===== src/design/buddy_tree_page_allocator_top_macros.svh =====
// Assertion helpers shared by the allocator RTL.
// Each macro expects signals named clk and rst_n in the scope where it is used.
`ifndef BUDDY_TREE_PAGE_ALLOCATOR_TOP_MACROS_SVH
`define BUDDY_TREE_PAGE_ALLOCATOR_TOP_MACROS_SVH

// The consequent must hold in the same cycle as the antecedent.
`define BTPA_ASSERT_NOW(label, ante, cons, msg) \
  label: assert property (@(posedge clk) disable iff (!rst_n) (ante) |-> (cons)) \
    else $error(msg);

// The consequent must hold in the cycle after the antecedent.
`define BTPA_ASSERT_NEXT(label, ante, cons, msg) \
  label: assert property (@(posedge clk) disable iff (!rst_n) (ante) |=> (cons)) \
    else $error(msg);

`endif


===== src/design/btpa_ram.sv =====
`timescale 1ns / 1ps
`default_nettype none

// Simple dual-port RAM, one write and one registered read per cycle.
module btpa_ram #(
  parameter int WIDTH = 8,
  parameter int DEPTH = 16
) (
  input  wire logic                     clk,
  input  wire logic                     we,
  input  wire logic [$clog2(DEPTH)-1:0] waddr,
  input  wire logic [WIDTH-1:0]         wdata,
  input  wire logic [$clog2(DEPTH)-1:0] raddr,
  output logic      [WIDTH-1:0]         rdata
);

  logic [WIDTH-1:0] mem [DEPTH];

  always_ff @(posedge clk) begin
    if (we) begin
      mem[waddr] <= wdata;
    end
    rdata <= mem[raddr];
  end

endmodule

`default_nettype wire


===== config.mk =====
export PLATFORM = sky130hd
export DESIGN_NAME = btpa_ram
export DESIGN_NICKNAME = d
export VERILOG_FILES = /design/src/design/buddy_tree_page_allocator_top_macros.svh /design/src/design/btpa_ram.sv
export SDC_FILE = /design/constraint.sdc
export NUM_CORES = 1
export LEC_CHECK = 0
export ABC_AREA = 1
export BUFFER_PORTS_ARGS = -buffer_cell sky130_fd_sc_hd__clkbuf_2
export CORE_UTILIZATION = 60
export CTS_BUF_LIST = sky130_fd_sc_hd__clkbuf_4 sky130_fd_sc_hd__clkbuf_8 sky130_fd_sc_hd__clkbuf_16
export DETAILED_ROUTE_END_ITERATION = 10
export GPL_ROUTABILITY_DRIVEN = 0
export GPL_TIMING_DRIVEN = 0
export PLACE_DENSITY = 0.76
export SLEW_MARGIN = 20
export SYNTH_ARGS = -nofsm -noshare
export SYNTH_HDL_FRONTEND = slang
export SYNTH_SLANG_ARGS = --single-unit

===== constraint.sdc =====
create_clock -name clk -period 2.6 [get_ports clk]
set_input_delay 0 -clock clk [delete_from_list [all_inputs] [get_ports clk]]
set_output_delay 0 -clock clk [all_outputs]
set_load 0.01 [all_outputs]

* Word level (Yosys, flattened, before mapping)
Memory sizes are Yosys's and may differ from the RTL's. A register that Yosys moved wholly into a read port is not among the register bits. Cells that the tools add are included.
Word-level totals: output and inout port bits 8, logic and storage cells 3, input port bits 18, flip-flop bits (word level) 0, memories kept 1, RAM bits 128
Memory list:
- mem | depth 16, bits a word 8, read ports 1, clocked after memory_dff 1, wr ports 1, line btpa_ram.sv:17 | logic [WIDTH-1:0] mem [DEPTH];
Cells by class: muxes and demuxes 2
Operators by type and width (number):
- two-way mux 1 bit | 2

* Logic depth before layout (Yosys ltp)
word-level depth 2, depth in mapped cells 8, mapped depth without buffers 7

* Least setup slack after synthesis
No wires, ideal clock.
path kind input-to-reg, start in waddr[2], end mem mem[10][0] (enable), path slack 1.649 ns, library setup time 0.370 ns, data required time 2.230 ns, stages on the path 2, arrival time 0.581 ns, cell sequence nand3b_1 -> nor2_1
RTL lines:
- from (decl) | line btpa_ram.sv:11 | input wire logic [$clog2(DEPTH)-1:0] waddr,
- to (decl) | line btpa_ram.sv:17
No word-level cell before the write port.

==> key figures <==
Floorplanning
  • Starting density of the core: roughly 62%
  • IO Pins: 26
  • Die Wd: 100 µm
  • Site Rows: 35
  • Core ar.: 9280 µm²
  • Die Ht: 100 µm
  • Die area: 10000 µm²

Route
  • # DRC: 0
  • First-pass detailed-route iteration total: 7
  • Final ANT Viol Nets: 0
  • Final WL: ~14 mm
  • Detailed-route via count: about 4200
  • DRT iter0 DRCs: 542
  • DR WL/cell: between 15 and 20 µm
  • Vias per cell: between 5 and 6

Timing
  • Tcrit/Tclk final: between 40% and 50%
  • Final worst-path setup slack: about 1.5 ns
  • Actual slew at the worst max-slew pin: 0.986 ns
  • Final Hold Fails: 0
  • Peak Freq: roughly 0.87 GHz
  • Max-slew violations: 0
  • Clock Skew: a little over 0.008 ns
  • TNS Setup: 0 ns
  • Post-route minimum period: ~1.1 ns
  • Final setup fails: 0
  • Max-slew headroom: between 30% and 40%
  • RSZ-0062 raised after global routing: no

Cells and area
  • Fin util: between 70 and 80%
  • Share of layout cells above drive strength 1: roughly an eighth
  • Layout Nets: ~620
  • Most frequent cells in the layout: 173 x nand2_1, 128 x edfxtp_1, 100 x inv_1, 97 x nand3_1, 22 x clkbuf_2
  • Fillcell total: 651
  • Post-route cell area: 6740 µm²
  • Most common cell after layout, fill and taps aside: nand2_1
  • # diodes: 0
  • Area growth from synthesis to layout: 16.9%

Min path
  • Hold WC Path Type: primary input to flop

Outcome
  • Status: completed

Placement
  • # port buffers: 22
  • Pre-CTS WS: between 1 and 1.5 ns
  • DP Area: 6040 µm²
  • Hpwl dp: ~8.7 mm

Clock network
  • TritonCTS clock tree: yes
  • Sink Count: 136
  • Clock Tree Buf Depth: 2
  • H-tree levels: 4
  • Reg clk slew, reported paths: ~0.070 ns
  • Cts bufs inserted: 17
  • Clk_lat worst skew: 0.52 ns
  • Post-CTS sizing: 0
  • CTS root buffer: clkbuf_8

Global routing
  • Initial antenna violation count: 0
  • Total gr overflow: 0
  • Vias in the first global route: slightly below 4000
  • Global-route wire length before repair: 21.5 mm
  • GRT Overall Usage: 30.3%
  • Pin count of the biggest net entering global routing: 17

Power and ir drop
  • Power density cells: 787 nW/µm²
  • Static Leakage: ~3 nW
  • VDD IR max: 0.000573 V

Setup path
  • CP Class: primary input to flop
  • Worst Setup Start Kind: primary input
  • Critical path required time: 3.01 ns
  • Crit. End Element: flop
  • CP max FO: 10
  • CP arrival: around 1.6 ns

Yosys
  • Post-synth cell types: 12
  • Mapped Cells: 551
  • Seq cells post-synth: approximately 140
  • Synthesized area: 5770 µm²
  • Mean Syn Cell Area: 10.5 µm²
  • Part of the Yosys area used for sequential elements: just under 70%
  • Number of synthesis warnings: 0
  • Syn Nets: ~570

Job
  • Max_cap viols: 0
[power by group]
part           total [W]  internal (W)  switching [W]  leakage (nW)
clock network    0.00250       0.00158       0.000928         0.291
logic           0.000335      0.000102       0.000234          1.42
registers        0.00246       0.00245      0.0000129          1.22
total            0.00530       0.00413        0.00117          2.94
[per-layer routing]
metal  track usage, %  share of wire [%]
met1             43.4                 39
met2             45.0                 46
met3             6.48                 12
met4             14.4                3.4
met5                0                  0
[stage by stage]
| step | hold slack (ns) | total power, W | instances |
|---|---|---|---|
| after floorplan | 0.0989 | 0.00269 | 551 |
| after global placement | 0.386 | 0.00281 | 702 |
| after detailed placement | 0.388 | 0.00282 | 702 |
| after CTS | 0.00427 | 0.00530 | 742 |
| after global routing | 0.00860 | 0.00543 | 742 |
| final | 0.00910 | 0.00530 | 742 |
[logic make-up (layout without fill, tap and decap cells)]
family,after synthesis,in the layout,share of synthesized area [%]
simple gates,289,289,21.0
flops,136,136,69.4
buf+inv,126,188,9.52
[path summary, 6_finish.rpt]
| kind | startpoint | endpoint | slack, ns | cells after the start |
|---|---|---|---|---|
| max | raddr[2] | rdata[0]$_DFF_P_ | 1.46 | 7 |
| min | wdata[3] | mem[13][3]$_DFFE_PP_ | 0.009 | 1 |
| max reg2reg | mem[2][5]$_DFFE_PP_ | rdata[5]$_DFF_P_ | 1.55 | 6 |
| min reg2reg | mem[12][7]$_DFFE_PP_ | rdata[7]$_DFF_P_ | 0.70 | 6 |
[sequential cells by signal (all words and copies together) (netlist names)]
register  cells
mem         128
rdata         8
[what timing repair did]
action | in CTS | in global routing
endpoints found under the hold margin | 76 | 0
buffers inserted | 0 | 0
hold buffers | 8 | 0
setup endpoints to repair | 0 | 0
[cells in the mapped netlist (all sizes together)]
library cell | instances | share of area (%)
nand2 | 173 | 11
edfxtp | 128 | 67
inv | 102 | 6.6
nand3 | 97 | 8.4
buf | 24 | 2.9
nor2 | 17 | 1.1
dfxtp | 8 | 2.8
nand3b | 2 | 0.26
[worst max-delay path, stage by stage]
cell and delay [ns]:
dlygate4sd3_1 0.53, buf_2 0.18, inv_1 0.23, buf_4 0.24, nand3_1 0.13, nand3_1 0.16
nand2_1 0.08
[final cells by class]
cell class	count	area (µm²)	share of cell area [%]
plain buffers	24	166	2.47
clock buffers	18	422	6.26
clock inverters	14	199	2.95
inverters	102	383	5.68
multi-input cells	289	1210	18.0
flip-flops and latches	136	4000	59.4
well taps	129	161	2.40
repair buffers	30	190	2.82
No activity file was read; power rests on OpenSTA's default activity.
