`src/design/buddy_tree_page_allocator_top_macros.svh`:
```
// Assertion helpers shared by the allocator RTL.
// Each macro expects signals named clk and rst_n in the scope where it is used.
`ifndef BUDDY_TREE_PAGE_ALLOCATOR_TOP_MACROS_SVH
`define BUDDY_TREE_PAGE_ALLOCATOR_TOP_MACROS_SVH

// The consequent must hold in the same cycle as the antecedent.
`define BTPA_ASSERT_NOW(label, ante, cons, msg) \
  label: assert property (@(posedge clk) disable iff (!rst_n) (ante) |-> (cons)) \
    else $error(msg);

// The consequent must hold in the cycle after the antecedent.
`define BTPA_ASSERT_NEXT(label, ante, cons, msg) \
  label: assert property (@(posedge clk) disable iff (!rst_n) (ante) |=> (cons)) \
    else $error(msg);

`endif

```
`src/design/btpa_pkg.sv`:
```
`timescale 1ns / 1ps
`default_nettype none

package btpa_pkg;

  // Tree geometry.
  localparam int PAGES      = 1024;
  localparam int LOG_PAGES  = $clog2(PAGES);
  localparam int NODE_W     = LOG_PAGES + 1;
  localparam int TREE_DEPTH = 2 * PAGES;

  // Transaction field widths.
  localparam int OP_W     = 2;
  localparam int COUNT_W  = 11;
  localparam int OFF_W    = 10;
  localparam int STATUS_W = 2;
  localparam int SIZE_W   = 11;

  typedef enum logic [OP_W-1:0] {
    OP_ALLOC = 2'd0,
    OP_FREE  = 2'd1,
    OP_QUERY = 2'd2
  } op_t;

  typedef enum logic [STATUS_W-1:0] {
    ST_OK      = 2'd0,
    ST_NOFIT   = 2'd1,
    ST_BADFREE = 2'd2
  } status_t;

  typedef enum logic [3:0] {
    S_CLEAR,
    S_IDLE,
    S_DL,
    S_DLW,
    S_DRW,
    S_MARK,
    S_FR,
    S_FRW,
    S_UPW,
    S_DONE
  } state_t;

  typedef struct packed {
    logic              we;
    logic [NODE_W-1:0] waddr;
    logic [SIZE_W-1:0] wdata;
    logic [NODE_W-1:0] raddr;
  } mem_req_t;

  typedef struct packed {
    logic [STATUS_W-1:0] status;
    logic [OFF_W-1:0]    block_offset;
    logic [SIZE_W-1:0]   block_size;
    logic [SIZE_W-1:0]   largest_free;
  } res_t;

endpackage

`default_nettype wire

```
`src/design/btpa_if.sv`:
```
`timescale 1ns / 1ps
`default_nettype none

// Request channel.
interface btpa_in_if;
  logic                         valid;
  logic                         ready;
  logic [btpa_pkg::OP_W-1:0]    op;
  logic [btpa_pkg::COUNT_W-1:0] page_count;
  logic [btpa_pkg::OFF_W-1:0]   page_offset;

  modport source (output valid, op, page_count, page_offset, input ready);
  modport sink (input valid, op, page_count, page_offset, output ready);
endinterface


`default_nettype wire

```
`src/design/btpa_engine.sv`:
```
`timescale 1ns / 1ps
`default_nettype none
`include "buddy_tree_page_allocator_top_macros.svh"

// Sequencer that walks the free-size tree through the tree memory.
module btpa_engine (
  input  wire logic                         clk,
  input  wire logic                         rst_n,
  btpa_in_if.sink                           in_chan,
  output logic                              res_valid,
  input  wire logic                         res_ready,
  output btpa_pkg::res_t                    res,
  output btpa_pkg::mem_req_t                mem_req,
  input  wire logic [btpa_pkg::SIZE_W-1:0]  mem_rdata
);

  localparam int NW = btpa_pkg::NODE_W;
  localparam int SW = btpa_pkg::SIZE_W;
  localparam int OW = btpa_pkg::OFF_W;

  btpa_pkg::state_t state_r, state_nxt;

  logic [NW-1:0] clr_cnt_r, clr_cnt_nxt;
  logic [SW-1:0] clr_val_r, clr_val_nxt;
  logic [SW-1:0] root_r, root_nxt;
  logic [SW-1:0] need_r, need_nxt;
  logic [NW-1:0] node_r, node_nxt;
  logic [SW-1:0] size_r, size_nxt;
  logic [OW-1:0] off_r, off_nxt;
  logic [SW-1:0] cur_val_r, cur_val_nxt;
  logic [SW-1:0] child_val_r, child_val_nxt;
  btpa_pkg::status_t status_r, status_nxt;
  logic [SW-1:0] bsize_r, bsize_nxt;
  logic [OW-1:0] boff_r, boff_nxt;

  logic          in_ready;
  logic          in_fire;
  logic [SW-1:0] in_need;
  logic          node_is_root;
  logic [NW-1:0] left_node;
  logic [NW-1:0] right_node;
  logic [NW-1:0] parent_node;
  logic          left_fits;
  logic          right_fits;
  logic [SW-1:0] parent_size;
  logic [SW:0]   pair_sum;
  logic [SW-1:0] pair_max;
  logic [SW-1:0] merged_val;
  logic          parent_is_root;
  logic [NW-1:0] clr_cnt_inc;

  assign in_chan.ready = in_ready;
  assign in_fire       = in_chan.valid && in_ready;
  assign in_need       = (in_chan.page_count == '0) ? SW'(1) : in_chan.page_count;

  assign node_is_root   = (node_r == NW'(1));
  assign left_node      = {node_r[NW-2:0], 1'b0};
  assign right_node     = {node_r[NW-2:0], 1'b1};
  assign parent_node    = node_r >> 1;
  assign parent_is_root = (parent_node == NW'(1));
  assign left_fits      = (mem_rdata >= need_r);
  assign right_fits     = (mem_rdata >= need_r);

  // Merge rule: two wholly free halves rejoin into one block.
  assign parent_size = size_r << 1;
  assign pair_sum    = {1'b0, child_val_r} + {1'b0, mem_rdata};
  assign pair_max    = (child_val_r > mem_rdata) ? child_val_r : mem_rdata;
  assign merged_val  = (pair_sum == {1'b0, parent_size}) ? parent_size : pair_max;
  assign clr_cnt_inc = clr_cnt_r + NW'(1);

  // Next state.
  always_comb begin
    state_nxt = state_r;
    unique case (state_r)
      btpa_pkg::S_CLEAR: begin
        if (clr_cnt_r == NW'(btpa_pkg::TREE_DEPTH - 1)) begin
          state_nxt = btpa_pkg::S_IDLE;
        end
      end
      btpa_pkg::S_IDLE: begin
        if (in_fire) begin
          priority if (in_chan.op == btpa_pkg::OP_ALLOC) begin
            state_nxt = (in_need > root_r) ? btpa_pkg::S_DONE : btpa_pkg::S_DL;
          end else if (in_chan.op == btpa_pkg::OP_FREE) begin
            state_nxt = ({1'b0, in_chan.page_offset} >= NW'(btpa_pkg::PAGES))
                        ? btpa_pkg::S_DONE : btpa_pkg::S_FR;
          end else begin
            state_nxt = btpa_pkg::S_DONE;
          end
        end
      end
      btpa_pkg::S_DL:  state_nxt = btpa_pkg::S_DLW;
      btpa_pkg::S_DLW: begin
        if (left_fits) begin
          state_nxt = left_node[NW-1] ? btpa_pkg::S_MARK : btpa_pkg::S_DL;
        end else begin
          state_nxt = btpa_pkg::S_DRW;
        end
      end
      btpa_pkg::S_DRW: begin
        if (right_fits && !right_node[NW-1]) begin
          state_nxt = btpa_pkg::S_DL;
        end else begin
          state_nxt = btpa_pkg::S_MARK;
        end
      end
      btpa_pkg::S_MARK: state_nxt = node_is_root ? btpa_pkg::S_DONE : btpa_pkg::S_UPW;
      btpa_pkg::S_FR:   state_nxt = btpa_pkg::S_FRW;
      btpa_pkg::S_FRW: begin
        priority if (mem_rdata == '0) begin
          state_nxt = node_is_root ? btpa_pkg::S_DONE : btpa_pkg::S_UPW;
        end else if (node_is_root) begin
          state_nxt = btpa_pkg::S_DONE;
        end else begin
          state_nxt = btpa_pkg::S_FR;
        end
      end
      btpa_pkg::S_UPW: state_nxt = parent_is_root ? btpa_pkg::S_DONE : btpa_pkg::S_UPW;
      btpa_pkg::S_DONE: begin
        if (res_ready) begin
          state_nxt = btpa_pkg::S_IDLE;
        end
      end
      default: state_nxt = btpa_pkg::S_IDLE;
    endcase
  end

  // Memory requests and handshake outputs.
  always_comb begin
    mem_req   = '0;
    in_ready  = 1'b0;
    res_valid = 1'b0;
    unique case (state_r)
      btpa_pkg::S_CLEAR: begin
        mem_req.we    = 1'b1;
        mem_req.waddr = clr_cnt_r;
        mem_req.wdata = (clr_cnt_r == '0) ? '0 : clr_val_r;
      end
      btpa_pkg::S_IDLE: in_ready = 1'b1;
      btpa_pkg::S_DL:   mem_req.raddr = left_node;
      btpa_pkg::S_DLW:  mem_req.raddr = right_node;
      btpa_pkg::S_DRW:  mem_req.raddr = '0;
      btpa_pkg::S_MARK: begin
        mem_req.we    = 1'b1;
        mem_req.waddr = node_r;
        mem_req.wdata = '0;
        mem_req.raddr = node_r ^ NW'(1);
      end
      btpa_pkg::S_FR:  mem_req.raddr = node_r;
      btpa_pkg::S_FRW: begin
        if (mem_rdata == '0) begin
          mem_req.we    = 1'b1;
          mem_req.waddr = node_r;
          mem_req.wdata = size_r;
          mem_req.raddr = node_r ^ NW'(1);
        end
      end
      btpa_pkg::S_UPW: begin
        mem_req.we    = 1'b1;
        mem_req.waddr = parent_node;
        mem_req.wdata = merged_val;
        mem_req.raddr = parent_node ^ NW'(1);
      end
      btpa_pkg::S_DONE: res_valid = 1'b1;
      default: mem_req = '0;
    endcase
  end

  // Datapath updates.
  always_comb begin
    clr_cnt_nxt   = clr_cnt_r;
    clr_val_nxt   = clr_val_r;
    root_nxt      = root_r;
    need_nxt      = need_r;
    node_nxt      = node_r;
    size_nxt      = size_r;
    off_nxt       = off_r;
    cur_val_nxt   = cur_val_r;
    child_val_nxt = child_val_r;
    status_nxt    = status_r;
    bsize_nxt     = bsize_r;
    boff_nxt      = boff_r;
    unique case (state_r)
      btpa_pkg::S_CLEAR: begin
        clr_cnt_nxt = clr_cnt_inc;
        // Each new tree level starts after an index of the form 2^k - 1.
        if (clr_cnt_r != '0 && (clr_cnt_inc & clr_cnt_r) == '0) begin
          clr_val_nxt = clr_val_r >> 1;
        end
      end
      btpa_pkg::S_IDLE: begin
        if (in_fire) begin
          status_nxt  = btpa_pkg::ST_OK;
          bsize_nxt   = '0;
          boff_nxt    = '0;
          need_nxt    = in_need;
          node_nxt    = NW'(1);
          size_nxt    = SW'(btpa_pkg::PAGES);
          off_nxt     = '0;
          cur_val_nxt = root_r;
          priority if (in_chan.op == btpa_pkg::OP_ALLOC) begin
            if (in_need > root_r) begin
              status_nxt = btpa_pkg::ST_NOFIT;
            end
          end else if (in_chan.op == btpa_pkg::OP_FREE) begin
            if ({1'b0, in_chan.page_offset} >= NW'(btpa_pkg::PAGES)) begin
              status_nxt = btpa_pkg::ST_BADFREE;
            end
            node_nxt = NW'(btpa_pkg::PAGES) + NW'(in_chan.page_offset);
            size_nxt = SW'(1);
          end else begin
            status_nxt = btpa_pkg::ST_OK;
          end
        end
      end
      btpa_pkg::S_DL: need_nxt = need_r;
      btpa_pkg::S_DLW: begin
        if (left_fits) begin
          node_nxt    = left_node;
          size_nxt    = size_r >> 1;
          cur_val_nxt = mem_rdata;
        end
      end
      btpa_pkg::S_DRW: begin
        if (right_fits) begin
          node_nxt    = right_node;
          size_nxt    = size_r >> 1;
          off_nxt     = off_r + OW'(size_r >> 1);
          cur_val_nxt = mem_rdata;
        end
      end
      btpa_pkg::S_MARK: begin
        bsize_nxt     = cur_val_r;
        boff_nxt      = off_r;
        child_val_nxt = '0;
        if (node_is_root) begin
          root_nxt = '0;
        end
      end
      btpa_pkg::S_FR: node_nxt = node_r;
      btpa_pkg::S_FRW: begin
        priority if (mem_rdata == '0) begin
          bsize_nxt     = size_r;
          child_val_nxt = size_r;
          if (node_is_root) begin
            root_nxt = size_r;
          end
        end else if (node_is_root) begin
          status_nxt = btpa_pkg::ST_BADFREE;
        end else begin
          node_nxt = parent_node;
          size_nxt = size_r << 1;
        end
      end
      btpa_pkg::S_UPW: begin
        node_nxt      = parent_node;
        size_nxt      = parent_size;
        child_val_nxt = merged_val;
        if (parent_is_root) begin
          root_nxt = merged_val;
        end
      end
      btpa_pkg::S_DONE: boff_nxt = boff_r;
      default: clr_cnt_nxt = clr_cnt_r;
    endcase
  end

  always_ff @(posedge clk) begin
    if (!rst_n) begin
      state_r   <= btpa_pkg::S_CLEAR;
      clr_cnt_r <= '0;
      clr_val_r <= SW'(btpa_pkg::PAGES);
      root_r    <= SW'(btpa_pkg::PAGES);
    end else begin
      state_r   <= state_nxt;
      clr_cnt_r <= clr_cnt_nxt;
      clr_val_r <= clr_val_nxt;
      root_r    <= root_nxt;
    end
  end

  always_ff @(posedge clk) begin
    need_r      <= need_nxt;
    node_r      <= node_nxt;
    size_r      <= size_nxt;
    off_r       <= off_nxt;
    cur_val_r   <= cur_val_nxt;
    child_val_r <= child_val_nxt;
    status_r    <= status_nxt;
    bsize_r     <= bsize_nxt;
    boff_r      <= boff_nxt;
  end

  assign res.status       = status_r;
  assign res.block_offset = boff_r;
  assign res.block_size   = bsize_r;
  assign res.largest_free = root_r;

  // A node is never rewritten in the cycle its own value is fetched.
  `BTPA_ASSERT_NOW(a_no_rw_collision,
    mem_req.we && state_r != btpa_pkg::S_CLEAR,
    mem_req.waddr != mem_req.raddr,
    "tree write and read hit the same node")

  // The block size tracked during a walk is always a power of two.
  `BTPA_ASSERT_NOW(a_size_pow2,
    state_r == btpa_pkg::S_DL || state_r == btpa_pkg::S_DLW ||
    state_r == btpa_pkg::S_DRW || state_r == btpa_pkg::S_MARK ||
    state_r == btpa_pkg::S_FR || state_r == btpa_pkg::S_FRW ||
    state_r == btpa_pkg::S_UPW,
    $onehot(size_r),
    "walk size is not a power of two")

  // A rejected allocation really exceeded the largest free block.
  `BTPA_ASSERT_NOW(a_nofit_consistent,
    res_valid && status_r == btpa_pkg::ST_NOFIT,
    need_r > root_r,
    "allocation rejected although it fits")

  // Every granted or released block is a power of two in size.
  `BTPA_ASSERT_NOW(a_block_pow2,
    res_valid && status_r == btpa_pkg::ST_OK && bsize_r != '0,
    $onehot(bsize_r),
    "block size is not a power of two")

  // The sequencer leaves idle only on an accepted transaction.
  `BTPA_ASSERT_NEXT(a_idle_holds,
    state_r == btpa_pkg::S_IDLE && !in_fire,
    state_r == btpa_pkg::S_IDLE,
    "sequencer left idle without a transaction")

endmodule

`default_nettype wire

```
`src/flat_wrapper.sv`:
```
// flat-port wrapper written by rule: the top's interface ports become plain ports
module btpa_engine_flat 
  (clk, rst_n, res_valid, res_ready, res, mem_req, mem_rdata, in_chan_valid, in_chan_op, in_chan_page_count, in_chan_page_offset, in_chan_ready);
  btpa_in_if in_chan_i ();
  input  wire logic clk;
  input  wire logic rst_n;
  output logic res_valid;
  input  wire logic res_ready;
  output btpa_pkg::res_t res;
  output btpa_pkg::mem_req_t mem_req;
  input  wire logic [btpa_pkg::SIZE_W-1:0] mem_rdata;
  input wire logic [$bits(in_chan_i.valid)-1:0] in_chan_valid;
  input wire logic [$bits(in_chan_i.op)-1:0] in_chan_op;
  input wire logic [$bits(in_chan_i.page_count)-1:0] in_chan_page_count;
  input wire logic [$bits(in_chan_i.page_offset)-1:0] in_chan_page_offset;
  output wire logic [$bits(in_chan_i.ready)-1:0] in_chan_ready;
  assign in_chan_i.valid = in_chan_valid;
  assign in_chan_i.op = in_chan_op;
  assign in_chan_i.page_count = in_chan_page_count;
  assign in_chan_i.page_offset = in_chan_page_offset;
  assign in_chan_ready = in_chan_i.ready;
  btpa_engine u_core (.clk(clk), .rst_n(rst_n), .in_chan(in_chan_i), .res_valid(res_valid), .res_ready(res_ready), .res(res), .mem_req(mem_req), .mem_rdata(mem_rdata));
endmodule
```
`config.mk`:
```
export PLATFORM = sky130hd
export DESIGN_NAME = btpa_engine_flat
export DESIGN_NICKNAME = d
export VERILOG_FILES = /design/src/design/btpa_pkg.sv /design/src/design/btpa_if.sv /design/src/design/btpa_engine.sv /design/src/flat_wrapper.sv
export VERILOG_INCLUDE_DIRS = /design/src /design/src/design
export SDC_FILE = /design/constraint.sdc
export NUM_CORES = 1
export LEC_CHECK = 0
export BUFFER_PORTS_ARGS = -buffer_cell sky130_fd_sc_hd__buf_2
export CORE_MARGIN = 2
export CORE_UTILIZATION = 44
export CTS_BUF_LIST = sky130_fd_sc_hd__clkbuf_16
export DETAILED_ROUTE_END_ITERATION = 10
export GPL_TIMING_DRIVEN = 0
export MAX_ROUTING_LAYER = met4
export PLACE_DENSITY_LB_ADDON = 0.2
export SLEW_MARGIN = 20
export SYNTH_ARGS = -nofsm -noshare
export SYNTH_HDL_FRONTEND = slang
export SYNTH_SLANG_ARGS = --single-unit
```
`constraint.sdc`:
```
create_clock -name clk -period 5.91 [get_ports clk]
set_input_delay 1.773 -clock clk [delete_from_list [all_inputs] [get_ports clk]]
set_output_delay 1.773 -clock clk [all_outputs]
set_load 0.005 [all_outputs]
```
; Yosys cells after proc, flatten, opt, wreduce, memory -nomap -nowiden
; Cells that the tools add are included.
[totals]
wordCells = 141
reg_bits = 125
out_inout_bits = 70
input_bits = 38
[op_classes]
n_bitwise = 3
n_addsub = 4
n_reduce_logical = 32
n_eq_ne = 26
n_mux = 60
n_lt_le_gt_ge = 3
[op_table]
columns = operator, n
row1 = two-way mux 11 bit, 25
row2 = one-hot mux 11 bit (3 select lines), 3
row3 = one-hot mux 23 bit (4 select lines), 1
row4 = one-hot mux 11 bit (6 select lines), 1
row5 = one-hot mux 11 bit (5 select lines), 1
row6 = zero test 11 bit, 4
row7 = one-hot mux 11 bit (4 select lines), 1
row8 = one-hot mux 10 bit (2 select lines), 2
row9 = one-hot mux 4 bit (10 select lines), 1
row10 = two-way mux 4 bit, 9
row11 = two-way mux 34 bit, 1
row12 = > comparator 11 bit, 2
row13 = one-hot mux 11 bit (2 select lines), 1
row14 = two-way mux 10 bit, 2
row15 = "inequality test 2 x 1 -> 1 bit, second input constant", 9
row16 = "equality test 4 x 3 -> 1 bit, second input constant", 4
row17 = adder 11 x 11 -> 12 bit, 1
row18 = equality test 12 x 11 -> 1 bit, 1
row19 = AND reduction 3 bit, 4
row20 = "adder 11 x 1 -> 11 bit, second input constant", 1
row21 = "adder 11 x 10 -> 11 bit, first input constant", 1
row22 = AND 11 bit, 1
row23 = "equality test 11 x 1 -> 1 bit, second input constant", 1
row24 = "equality test 11 bit, second input constant", 1
row25 = other kinds (27), 50

; Longest topological paths before layout
; Gate-level depths: netlist of the first run.
[logic_depth]
depth_word = 7
ltp_mapped = 13
ltp_nobuf = 12

; Worst setup path after synthesis of the first run
; No wires, ideal clock.
[synth_timing]
kind = input-to-output
startpoint = input port mem_rdata[0] (netlist bit)
endpoint = output port mem_req[11] (netlist bit)
required_time_ps = 4137
cell_stages = 13
arrival_time_ps = 4084
n_path_buf = 1
setup_slack_ps = 53
path_cell_list = ha_1 -> inv_1 -> fa_1 -> o21bai_1 -> nand4b_1 -> nand4_1 -> nand2_1 -> xnor2_1 -> xor2_2 -> and2_1 -> buf_6 -> or3_4 -> nand2_1
[synth_lines]
columns = item, line
row1 = from (decl), flat_wrapper.sv:11  ; input wire logic [btpa_pkg::SIZE_W-1:0] mem_rdata;
row2 = to (decl), flat_wrapper.sv:10  ; output btpa_pkg::mem_req_t mem_req;

==> results of run 1 <==
per-layer routing:
metal / vias to the layer above / wire length (um) / part of all wire
li1: 3486 / - / -
met1: 3457 / 11300 / 0.47
met2: 303 / 10700 / 0.44
met3: 36 / 1720 / 0.071
met4: 0 / 431 / 0.018
met5: - / 0 / 0
metrics by stage:
stage                     worst slack, ps   util
after CTS                            -332  0.539
after detailed placement             -922  0.490
after global routing                 -435  0.543
final                                -342  0.543
after global placement               -926  0.490
after floorplan                      53.0      -
power groups by stage:
| stage | combinational (uW) | clock (uW) | sequential (uW) |
|---|---|---|---|
| detailed placement | 165 | 0 | 957 |
| global route | 208 | 1090 | 939 |
| CTS | 184 | 1040 | 939 |
| global placement | 163 | 0 | 957 |
| floorplan | 113 | 0 | 955 |
| finish | 190 | 1040 | 939 |
sequential cells by signal, summed over array words and instances (netlist names):
| register | flops |
|---|---|
| u_core.child_val_r | 11 |
| u_core.node_r | 11 |
| u_core.clr_val_r | 11 |
| u_core.off_r | 10 |
| u_core.boff_r | 10 |
| u_core.root_r | 11 |
| u_core.state_r | 4 |
| u_core.clr_cnt_r | 11 |
| u_core.need_r | 11 |
| u_core.bsize_r | 11 |
| u_core.status_r | 2 |
| u_core.size_r | 11 |
| u_core.cur_val_r | 11 |
logic make-up (layout without fill, tap and decap cells):
group,after synthesis,count (layout),share of synthesized area
muxes,42,42,0.0511
and+or+nand+nor,257,257,0.152
adders and majority gates,67,67,0.103
AOI/OAI and AO/OA,223,223,0.193
DFF,125,125,0.409
buffers and inverters,148,300,0.0697
xor gates and xnor gates,20,20,0.0221
area by class of cell:
cell class              instances  share of cell area
multi-input cells             609               0.455
flip-flops and latches        125               0.335
repair buffers                122              0.0677
clock buffers                  17              0.0422
inverters                      81              0.0301
well taps                     234              0.0290
plain buffers                  65              0.0265
clock inverters                15              0.0145
cell usage in the layout, fill, tap and decap left out, types with 13 or more instances in the layout:
cell type	Yosys	final
buf_4	1	17
nand3_1	15	15
o21ai_0	49	47
a31oi_1	20	13
clkbuf_1	52	51
nor2b_1	19	19
a22oi_1	13	13
ha_1	65	55
a21o_1	18	18
buf_2	7	107
inv_1	80	80
nor2_1	52	50
nand2_1	90	88
dfxtp_1	37	37
mux2i_1	40	39
xnor2_1	14	13
a21oi_1	29	28
a22o_1	13	13
edfxtp_1	88	88
clkbuf_16	0	17
nor3_1	18	16
a222oi_1	19	19
worst max-delay path by stage:
| stage | slack [ps] | endpoint | cells past startpoint | from |
|---|---|---|---|---|
| after floorplan | 50 | mem_req[11] | 13 | mem_rdata[0] |
| after global placement | -930 | mem_req[13] | 15 | mem_rdata[0] |
| after detailed placement | -920 | mem_req[14] | 15 | mem_rdata[0] |
| after CTS | -330 | mem_req[21] | 14 | mem_rdata[0] |
| after global routing | -430 | mem_req[17] | 16 | mem_rdata[0] |
| final | -340 | mem_req[21] | 14 | mem_rdata[0] |
cells in the mapped netlist (4+ instances only):
| library cell | count |
|---|---|
| nand4_1 | 5 |
| dfxtp_1 | 37 |
| a22oi_1 | 13 |
| nor2_1 | 52 |
| o21ai_1 | 4 |
| nor3_1 | 18 |
| a21oi_1 | 29 |
| a211oi_1 | 13 |
| xnor2_1 | 14 |
| nor3b_1 | 5 |
| mux2i_1 | 40 |
| edfxtp_1 | 88 |
| and2_1 | 12 |
| nand3_1 | 15 |
| nand2_1 | 90 |
| and3_1 | 5 |
| nor2b_1 | 19 |
| nand4b_1 | 6 |
| buf_2 | 7 |
| xor2_1 | 5 |
| inv_1 | 80 |
| buf_1 | 5 |
| nand2b_1 | 5 |
| nor4_1 | 9 |
| a22o_1 | 13 |
| o21a_1 | 6 |
| a31oi_1 | 20 |
| a222oi_1 | 19 |
| clkbuf_1 | 52 |
| o21ai_0 | 49 |
| o211a_1 | 11 |
| a21o_1 | 18 |
| ha_1 | 65 |
what timing repair did:
action	4_1_cts	5_1_grt
gates resized for setup	55	11
pin swaps	24	11
endpoints found under the setup margin	11	11
setup buffers	11	3
gates cloned	1	0
endpoints found under the hold margin	0	0
critical path, stage by stage:
cell and delay, ps:
buf_12 80, ha_4 130, inv_2 40, fa_2 550, nor2_2 60, nor3b_2 200, o2111ai_1 140, nor3_1 200
nand4b_1 220, or3_4 400, o211a_1 260, a31oi_4 200, nand2_1 100, buf_2 140
==> flow_metrics.py, run 1 <==
metrics = {
    "global_routing": {
        "grt_busiest_layer": "met2",
        "grt_max_degree": 17,
        "overflow": 0,
        "use_met2": 0.365,
        "grt_pass1_wl_um": 37100,
        "grt_use_total": 0.249,
        "first_global_vias": 6730,
        "met1_usage": 0.347,
        "groute.layer.met3.usage": 0.0506,
        "antenna_found_initial": 0,
    },
    "die": {
        "die_area_mm2": 0.0199,
        "initial_utilization": 0.445,
        "dieWidth_um": 141,
        "io_pins": 108,
        "die_h_um": 141,
        "coreArea_mm2": 0.0186,
        "num_rows": 50,
    },
    "final_layout": {
        "drive_above_1_share": 0.210,
        "regArea_mm2": 0.00338,
        "final_cell_count_no_fill": 1268,
        "nets": 1126,
        "area_delta_synth_final_pct": 21.9,
        "nFillCells": 1700,
        "stdcell_area_mm2": 0.0101,
        "multi_input_area_mm2": 0.00459,
        "diodes": 0,
    },
    "clocking": {
        "cts_tree": "yes",
        "path_clk_slew_ps": 60,
        "insertion_delay_ps": 440,
        "cts.htree.levels": 4,
        "hold_buffers": 0,
        "cts_buffer_depth": 2,
        "cts.sinks": 125,
        "cts_buffers": 17,
        "clockRootBuffer": "clkbuf_16",
    },
    "routing": {
        "first_pass_iters": 11,
        "wl_per_cell_um": 19.1,
        "drc_errors": 1,
        "drt-initial-drc-count": 775,
        "vias_per_cell": 5.74,
        "wl_um": 24200,
        "ant_nets": 0,
        "via_count": 7282,
    },
    "power": {
        "power.switching_uw": 532,
        "power_leakage_uw": 0.00436,
        "vdd_drop_max_uv": 218,
        "clock_power_share": 0.479,
        "p_total_uw": 2170,
        "pwr-share-comb": 0.088,
        "seqPwrFrac": 0.433,
        "switching_share": 0.246,
        "power.density_mw_per_mm2": 215,
        "intPower_uw": 1640,
    },
    "placed_design": {
        "port_buffers": 106,
        "place_congestion": 0.945,
        "dpl_cell_area_mm2": 0.00911,
        "dpl.hpwl_um": 17700,
        "placed_cells": 1223,
    },
    "critical_path": {
        "worstSetupPathType": "in -> out",
        "reg2reg_from": "u_core.need_r[0]$_DFFE_PP_",
        "startpoint_type": "input pin",
        "end_kind": "primary output",
        "rr_worst_depth": 9,
        "cp_max_fo": 3,
        "arrival_ps": 4480,
        "required_ps": 4140,
        "rr_endpoint": "u_core.cur_val_r[9]$_DFFE_PP_",
        "reg2reg_setup_slack_ps": 2490,
    },
    "yosys": {
        "yosys_register_bits": 125,
        "syn_nets": 987,
        "syn_area_per_cell_um2": 9.38,
        "synthTopCellsByArea": "edfxtp_1 (32%), ha_1 (9.8%), dfxtp_1 (9.0%)",
        "synth_top_area_cell": "edfxtp_1",
        "synthFlopType": "edfxtp_1",
        "ys_warn_count": 0,
        "synthesis.area_mm2": 0.00828,
        "synth_top_cell_area_share": 0.319,
        "synthDistinctLibCells": 70,
        "async_flop_share": 0,
        "synth_edf_count": 88,
        "syn_inst": 882,
        "seq_area_frac_synth": 0.409,
    },
    "timing": {
        "relSlewSlack": 0.276,
        "fin_crit_sh": 1.06,
        "final.setup.worst_slack_ps": -342,
        "timing.hold.ws_ps": 515,
        "grt_setup_unrepaired": "yes",
        "finalSetupViolations": 11,
        "finalClockSkew_ps": 7.41,
        "drv_slew": 0,
        "finalCriticalPeriod_ps": 6250,
        "fmax_mhz": 160,
        "hold_viol_final": 0,
        "finalSetupTns_ps": -3160,
        "tightest_slew_ps": 1080,
    },
    "worst_hold_path": {
        "hold_path_class": "reg -> reg",
        "holdPathEnd": "u_core.clr_val_r[10]$_SDFFE_PN1P_",
        "hold_depth": 2,
        "worstHoldStart": "u_core.clr_val_r[10]$_SDFFE_PN1P_",
    },
    "status": {
        "violations": "design-rule violations, negative setup slack",
        "status": "complete, but fails checks",
    },
    "run": {
        "maxCapViolations": 0,
    },
}
Note: power is estimated with default switching activity, not from simulation.
==> run 2, diff against run 1 <==
Clock period 5.91 ns to 7 ns, I/O delays scaled along.
==> run 2 against run 1 <==
Net effect: worst setup slack gained 370 ps; clock skew increased by 2.8 ps; final cell count barely moved; wire length fell by 1.3%; largest cell class unchanged; the run now ends clean; global-route usage shrank 0.36 points; critical path depth rose by 1; count of clock-buffer cells in the layout unchanged; utilization shrank 0.41 points; worst hold slack worse by 4.5 ps; sequential power fell by 16%; via count decreased by 1.1%.
==> flow_metrics.py, run 2 (same netlist as run 1, synthesis figures left out) <==
metrics = {
    "final_layout": {
        "multi_input_area_mm2": 0.00454,
        "regArea_mm2": 0.00338,
        "drive_above_1_share": 0.206,
        "layout_commonest_cell": "buf_2",
        "area_delta_synth_final_pct": 21.0,
        "diodes": 0,
        "final_cell_count_no_fill": 1267,
        "postLayoutCoreUtil": 0.539,
        "nets": 1125,
        "final_cell_mix": "buf_2 (108), nand2_1 (89), edfxtp_1 (88)",
        "stdcell_area_mm2": 0.0100,
        "nFillCells": 1715,
    },
    "critical_path": {
        "crit_path_max_incr_delay_ps": 550,
        "arrival_ps": 4870,
        "reg2reg_setup_slack_ps": 3650,
        "required_ps": 4900,
        "crit_buf_inv": 4,
        "critical_path.cell_chain": "buf_12 > ha_4 > inv_2 > fa_2 > nor2_2 > nor3b_2 > o2111ai_1 > nor3_1 > nand4b_1 > nor3_4 > buf_6 > a211oi_2 > a31oi_2 > nand2_1 > buf_2",
        "crit_family": "simple AND/OR/NAND/NOR gates",
        "end_kind": "primary output",
        "cp_max_fo": 5,
        "cp_slowest_cell": "fa_2",
        "worstSetupPathType": "in -> out",
        "startpoint_type": "input pin",
    },
    "routing": {
        "first_pass_iters": 8,
        "vias_per_cell": 5.69,
        "wl_um": 23900,
        "ant_nets": 0,
        "via_count": 7205,
        "drc_errors": 0,
        "drt-initial-drc-count": 795,
        "wl_per_cell_um": 18.8,
    },
    "timing": {
        "finalClockSkew_ps": 10.2,
        "relSlewSlack": 0.297,
        "hold_viol_final": 0,
        "drv_slew": 0,
        "grt_setup_unrepaired": "yes",
        "fin_crit_sh": 0.996,
        "final.setup.worst_slack_ps": 27.2,
        "finalSetupTns_ps": 0,
        "tightest_slew_ps": 1050,
        "finalSetupViolations": 0,
        "finalCriticalPeriod_ps": 6970,
        "fmax_mhz": 143,
    },
    "power": {
        "switching_share": 0.243,
        "pwr-share-comb": 0.085,
        "vdd_drop_max_uv": 182,
        "clock_power_share": 0.480,
        "intPower_uw": 1380,
        "power_leakage_uw": 0.00435,
        "power.switching_uw": 443,
        "power.density_mw_per_mm2": 182,
        "seqPwrFrac": 0.435,
    },
    "global_routing": {
        "overflow": 0,
        "grt_pass1_wl_um": 36500,
        "grt_max_degree": 17,
        "first_global_vias": 6650,
        "antenna_found_initial": 0,
        "grt_use_total": 0.245,
    },
    "worst_hold_path": {
        "hold_path_class": "reg -> reg",
    },
    "die": {
        "initial_utilization": 0.445,
        "die_h_um": 141,
        "coreArea_mm2": 0.0186,
        "io_pins": 108,
        "dieWidth_um": 141,
        "die_area_mm2": 0.0199,
        "num_rows": 50,
    },
    "clocking": {
        "cts_buffers": 17,
        "path_clk_slew_ps": 60,
        "cts.htree.levels": 4,
        "clockRootBuffer": "clkbuf_16",
        "hold_buffers": 0,
        "cts.sinks": 125,
        "cts_tree": "yes",
        "insertion_delay_ps": 430,
        "cts_buffer_depth": 2,
    },
    "run": {
        "maxCapViolations": 0,
    },
    "placed_design": {
        "place_congestion": 0.945,
        "dpl_cell_area_mm2": 0.00911,
        "pre_cts_slack_ps": -486,
        "placed_cells": 1223,
        "port_buffers": 106,
        "dpl.hpwl_um": 17700,
    },
    "status": {
        "status": "finished, final reports clean",
    },
}
run 2: cell count changes in the layout (fill, tap and decap cells not counted), sizes merged:
| cell | before | now |
|---|---|---|
| and2 | 12 | 13 |
| clkbuf | 70 | 71 |
| buf | 134 | 131 |
run 2: metal layers:
layer  vias up  part of all wire  global-route usage
met5         -                 0                   -
met4         0             0.020              0.0695
met3        42             0.078              0.0543
met2       295              0.43               0.358
met1      3383              0.47               0.343
li1       3485                 -                   -
run 2: stage by stage:
step                      hold WS (ps)  power [uW]
after floorplan                    458         902
after global placement             487         946
after detailed placement           507         947
after CTS                          520        1820
after global routing               561        1880
final                              511        1820
run 2: worst paths after layout:
path	startpoint	to	cells past startpoint
setup / recovery	mem_rdata[0]	mem_req[13]	15
hold / removal	u_core.clr_val_r[10]$_SDFFE_PN1P_	u_core.clr_val_r[10]$_SDFFE_PN1P_	2
setup reg to reg	u_core.need_r[0]$_DFFE_PP_	u_core.cur_val_r[7]$_DFFE_PP_	9
hold reg to reg	u_core.clr_val_r[10]$_SDFFE_PN1P_	u_core.clr_val_r[10]$_SDFFE_PN1P_	2
run 2: area by class of cell:
type | count | share of cell area
flip-flops and latches | 125 | 0.338
clock inverters | 15 | 0.0146
plain buffers | 65 | 0.0264
multi-input cells | 610 | 0.453
inverters | 81 | 0.0304
repair buffers | 120 | 0.0661
clock buffers | 17 | 0.0425
well taps | 234 | 0.0292
run 2: tightest hold or removal path: stages (launching register included):
cell     delay (ps)
dfxtp_1         330
inv_1            50
o21ai_0          70
run 2: timing repair:
action | 4_1_cts | 5_1_grt
gates cloned | 1 | 1
endpoints found under the setup margin | 11 | 11
pin swaps | 7 | 22
buffers inserted | 7 | 5
resized for setup | 17 | 41
run 2: power by group through the flow:
stage	Combinational, uW	Sequential (uW)	Clock [uW]
floorplan	95.2	807	0
global placement	138	808	0
detailed placement	139	808	0
CTS	145	792	880
global route	171	793	916
finish	156	792	874
